### config.mk
export PLATFORM = sky130hd
export DESIGN_NAME = bbpg_ram
export DESIGN_NICKNAME = d
export VERILOG_FILES = /design/src/rtl/bbpg_ram.sv
export SDC_FILE = /design/constraint.sdc
export NUM_CORES = 1
export LEC_CHECK = 0
export BUFFER_PORTS_ARGS = -buffer_cell sky130_fd_sc_hd__buf_2
export CAP_MARGIN = 10
export CORE_MARGIN = 2
export CORE_UTILIZATION = 55
export DETAILED_ROUTE_END_ITERATION = 10
export PLACE_DENSITY = 0.73
export SYNTH_ARGS = -nofsm -noshare
export SYNTH_HDL_FRONTEND = slang
export SYNTH_SLANG_ARGS = --single-unit
### constraint.sdc
create_clock -name i_clk -period 2.1 [get_ports i_clk]
set_input_delay 0.105 -clock i_clk [delete_from_list [all_inputs] [get_ports i_clk]]
set_output_delay 0.105 -clock i_clk [all_outputs]
set_load 0.05 [all_outputs]
### src/rtl/bbpg_ram.sv
// ----------------------------------------------------------------------------
// bbpg_ram
// generic simple dual port ram, one write port, one registered read port
// ----------------------------------------------------------------------------
module bbpg_ram #(
    parameter int W = 8,
    parameter int D = 16
) (
    input  logic                 i_clk,
    input  logic                 i_we,
    input  logic [$clog2(D)-1:0] i_waddr,
    input  logic [W-1:0]         i_wdata,
    input  logic [$clog2(D)-1:0] i_raddr,
    output logic [W-1:0]         o_rdata
);

    logic [W-1:0] r_mem [D];
    logic [W-1:0] r_rdata;

    always_ff @(posedge i_clk) begin
        if (i_we) begin
            r_mem[i_waddr] <= i_wdata;
        end
        r_rdata <= r_mem[i_raddr];
    end

    assign o_rdata = r_rdata;

endmodule

==> impl_metrics.ini <==
[status]
status = finished clean

[route]
drtIter0Drc = 275
wl_um = 10900
wl_per_cell_um = 26.3
postRouteAntennaNets = 0
viasPerCell = 6.26
first_pass_iters = 4
vias = 2591
drcViolationCount = 0

[floorplanning]
rows = 35
start_util_pct = 56.2
fp.dieH_um = 101
die_area_um2 = 10100
num_io_pins = 26
core_um2 = 9150
die_width_um = 101

[worst_setup_path]
r2r_start = r_mem[0][6]$_DFFE_PP_
crit_buf_inv = 0
r2r_end = o_rdata[6]$_DFF_P_
critPathMaxFanout = 1
slowest_delay_ns = 0.51
reg2reg_slack_ns = 0.69
cp_top_family = multiplexers
start_kind = register
end_kind = register
crit_arrival_ns = 1.81
cp_data_required_time_ns = 2.50
reg2reg_depth = 3
crit_type = register to register
cp_cell_sequence = mux4_2, a22oi_1, nand2_1
crit_slowest_cell = mux4_2

[final_layout]
multi_input_area_um2 = 1060
nets = 308
drive_gt1_share_pct = 30.4
area_delta_synth_final_pct = 20.5
fillers = 562
n_antenna_cell = 0
regArea_um2 = 4000

[timing]
drv_slew = 0
setup_viol = 0
worst_hold_slack_ns = 0.0453
fin_crit_sh_pct = 67.0
min_period_ns = 1.41
worstMarginPinSlew_ns = 0.697
finalHoldViolCount = 0
clock_skew_ns = 0.00781
relSlewSlack_pct = 53.4
rsz0062_at_grt = no
tns_ns = 0
fmax_mhz = 711

[cts]
cts.reportedPaths.clkPinSlew_ns = 0.06
cts_num_sinks = 136
htree_levels = 4
cts_buffers = 17
cts_tree = built
cts_max_path_buffers = 2
root_buffer = clkbuf_8
clk_latency_ns = 0.52

[synthesis]
yosys-top-cells-area = edfxtp_1 75%, mux4_2 7.9%, mux4_1 7.1%
synth_area_um2 = 5150
netlist_instances = 229
yosysSeqAreaShare_pct = 77.8
synth_commonest_cells = 128 x edfxtp_1, 18 x mux4_2, 16 x a22oi_1
yosys.area.top_type = edfxtp_1
synth-async-reset-ratio_pct = 0
synth_seq_cells = 136
synth_nets = 247
yosysTopAreaCellShare_pct = 74.7
syn_avg_cell_area_um2 = 22.5
synth_cell_type_count = 19
ys_warn_count = 0
synth_most_common_cell = edfxtp_1
ys.flop_type = edfxtp_1
synth_edf_count = 128

[hold_path]
whs_path_depth = 2
hold_end = r_mem[4][0]$_DFFE_PP_
hold_class = input port to register
hp-start = i_waddr[0]

[global_routing]
antenna_found_initial = 0
grt_max_degree = 33
grt_pass1_vias = 2656
grt_pass1_wl_um = 16300
overflow = 0
grt_usage_pct = 23.8

[placement]
dp_hpwl_um = 6090
port_buffers = 25
gp_congestion = 0.747

[job]
drv_cap = 0

[power_and_ir_drop]
comb_power_share_pct = 5.4
vdd_drop_max_mv = 0.718
p_leak_uw = 0.00214
power.share.clock_pct = 47.8
pwr-share-seq_pct = 46.8
p_switching_uw = 1320
p_int_uw = 5220
power_density_nw_per_um2 = 1050
p_sw_share_pct = 20.2
==> final cells by class <==
cell class	count	share of cell area, %
Clock inverter	12	3.27
Tap cell	111	2.24
Clock buffer	20	6.86
Sequential cell	136	64.6
Multi-Input combinational cell	83	17.0
Timing Repair Buffer	52	6.01
==> how the worst max path moves through the flow <==
stage	cells past startpoint	from	to	slack, ns
final	3	r_mem[0][6]$_DFFE_PP_	o_rdata[6]$_DFF_P_	0.69
after global routing	3	r_mem[0][6]$_DFFE_PP_	o_rdata[6]$_DFF_P_	0.64
after CTS	3	r_mem[0][6]$_DFFE_PP_	o_rdata[6]$_DFF_P_	0.67
after detailed placement	5	i_raddr[0]	o_rdata[1]$_DFF_P_	0.53
after global placement	5	i_raddr[0]	o_rdata[1]$_DFF_P_	0.55
after floorplan	2	i_waddr[2]	r_mem[0][0]$_DFFE_PP_	0.50
==> worst register-to-register path: cells and delay by family (launching register included) <==
kind / cells / cell delay, ns
muxes: 1 / 0.51
DFF: 1 / 0.41
AOI/OAI and AO/OA: 1 / 0.29
and+or+nand+nor: 1 / 0.08
==> registers in the layout, summed over array words and instances, names as in the netlist <==
signal	flops
r_mem	128
o_rdata	8
==> metrics by stage <==
| step | worst slack (ns) | power, uW | utilization (%) | instance area, um^2 | instances |
|---|---|---|---|---|---|
| 2_1_floorplan | 0.502 | 3320 | - | 5150 | 229 |
| 3_3_place_gp | 0.548 | 3440 | 60.0 | 5490 | 374 |
| 3_5_place_dp | 0.534 | 3450 | 60.0 | 5490 | 374 |
| 4_1_cts | 0.674 | 6580 | 67.8 | 6200 | 414 |
| 5_1_grt | 0.637 | 6720 | 67.8 | 6200 | 414 |
| 6_report | 0.693 | 6540 | 67.8 | 6200 | 414 |
==> power by group through the flow <==
stage / sequential (uW) / clock [uW] / combinational [uW]
after CTS: 3060 / 3160 / 360
after detailed placement: 3110 / 0 / 341
after global routing: 3060 / 3280 / 379
after floorplan: 3170 / 0 / 154
final: 3060 / 3130 / 355
after global placement: 3110 / 0 / 335
==> metal layers <==
| layer | track usage, % | part of all wire, % | vias up |
|---|---|---|---|
| met5 | 0 | 0 | - |
| met4 | 11.4 | 3.1 | 0 |
| met3 | 6.80 | 7.5 | 21 |
| met2 | 36.6 | 50 | 142 |
| met1 | 31.7 | 40 | 1332 |
| li1 | - | - | 1096 |
==> repair_timing <==
| item | 4_1_cts | 5_1_grt |
|---|---|---|
| hold buffers | 8 | 0 |
| hold endpoints to repair | 128 | 0 |
| buffers inserted | 0 | 0 |
| endpoints found under the setup margin | 0 | 0 |
| resized for setup | 0 | 0 |
==> cell usage in the layout, fill, tap and decap left out <==
master,synthesis,final
nor2b_1,1,1
clkbuf_16,0,16
clkinv_4,0,4
nand2b_1,2,2
clkinv_2,0,2
clkinvlp_4,0,1
or3b_2,1,1
buf_12,0,2
clkbuf_8,0,1
dlygate4sd3_1,0,8
buf_2,3,25
nand2_1,9,9
nand3b_1,2,2
edfxtp_1,128,128
mux4_1,14,14
a22oi_1,16,16
and2b_1,1,1
bufinv_16,0,5
mux4_2,18,18
dfxtp_1,8,8
nand3_1,1,1
clkbuf_1,0,3
nor3_1,4,4
nor2_1,13,13
buf_4,1,17
and2_1,1,1
==> kinds of logic (layout without fill, tap and decap cells) <==
family / after synthesis / in the layout / synth area share, %
compound gates: 16 / 16 / 2.33
mux: 32 / 32 / 15.0
flops: 136 / 136 / 77.8
simple gates: 35 / 35 / 3.18
buf+inv: 10 / 84 / 1.68
(Power assumes the default switching activity.)
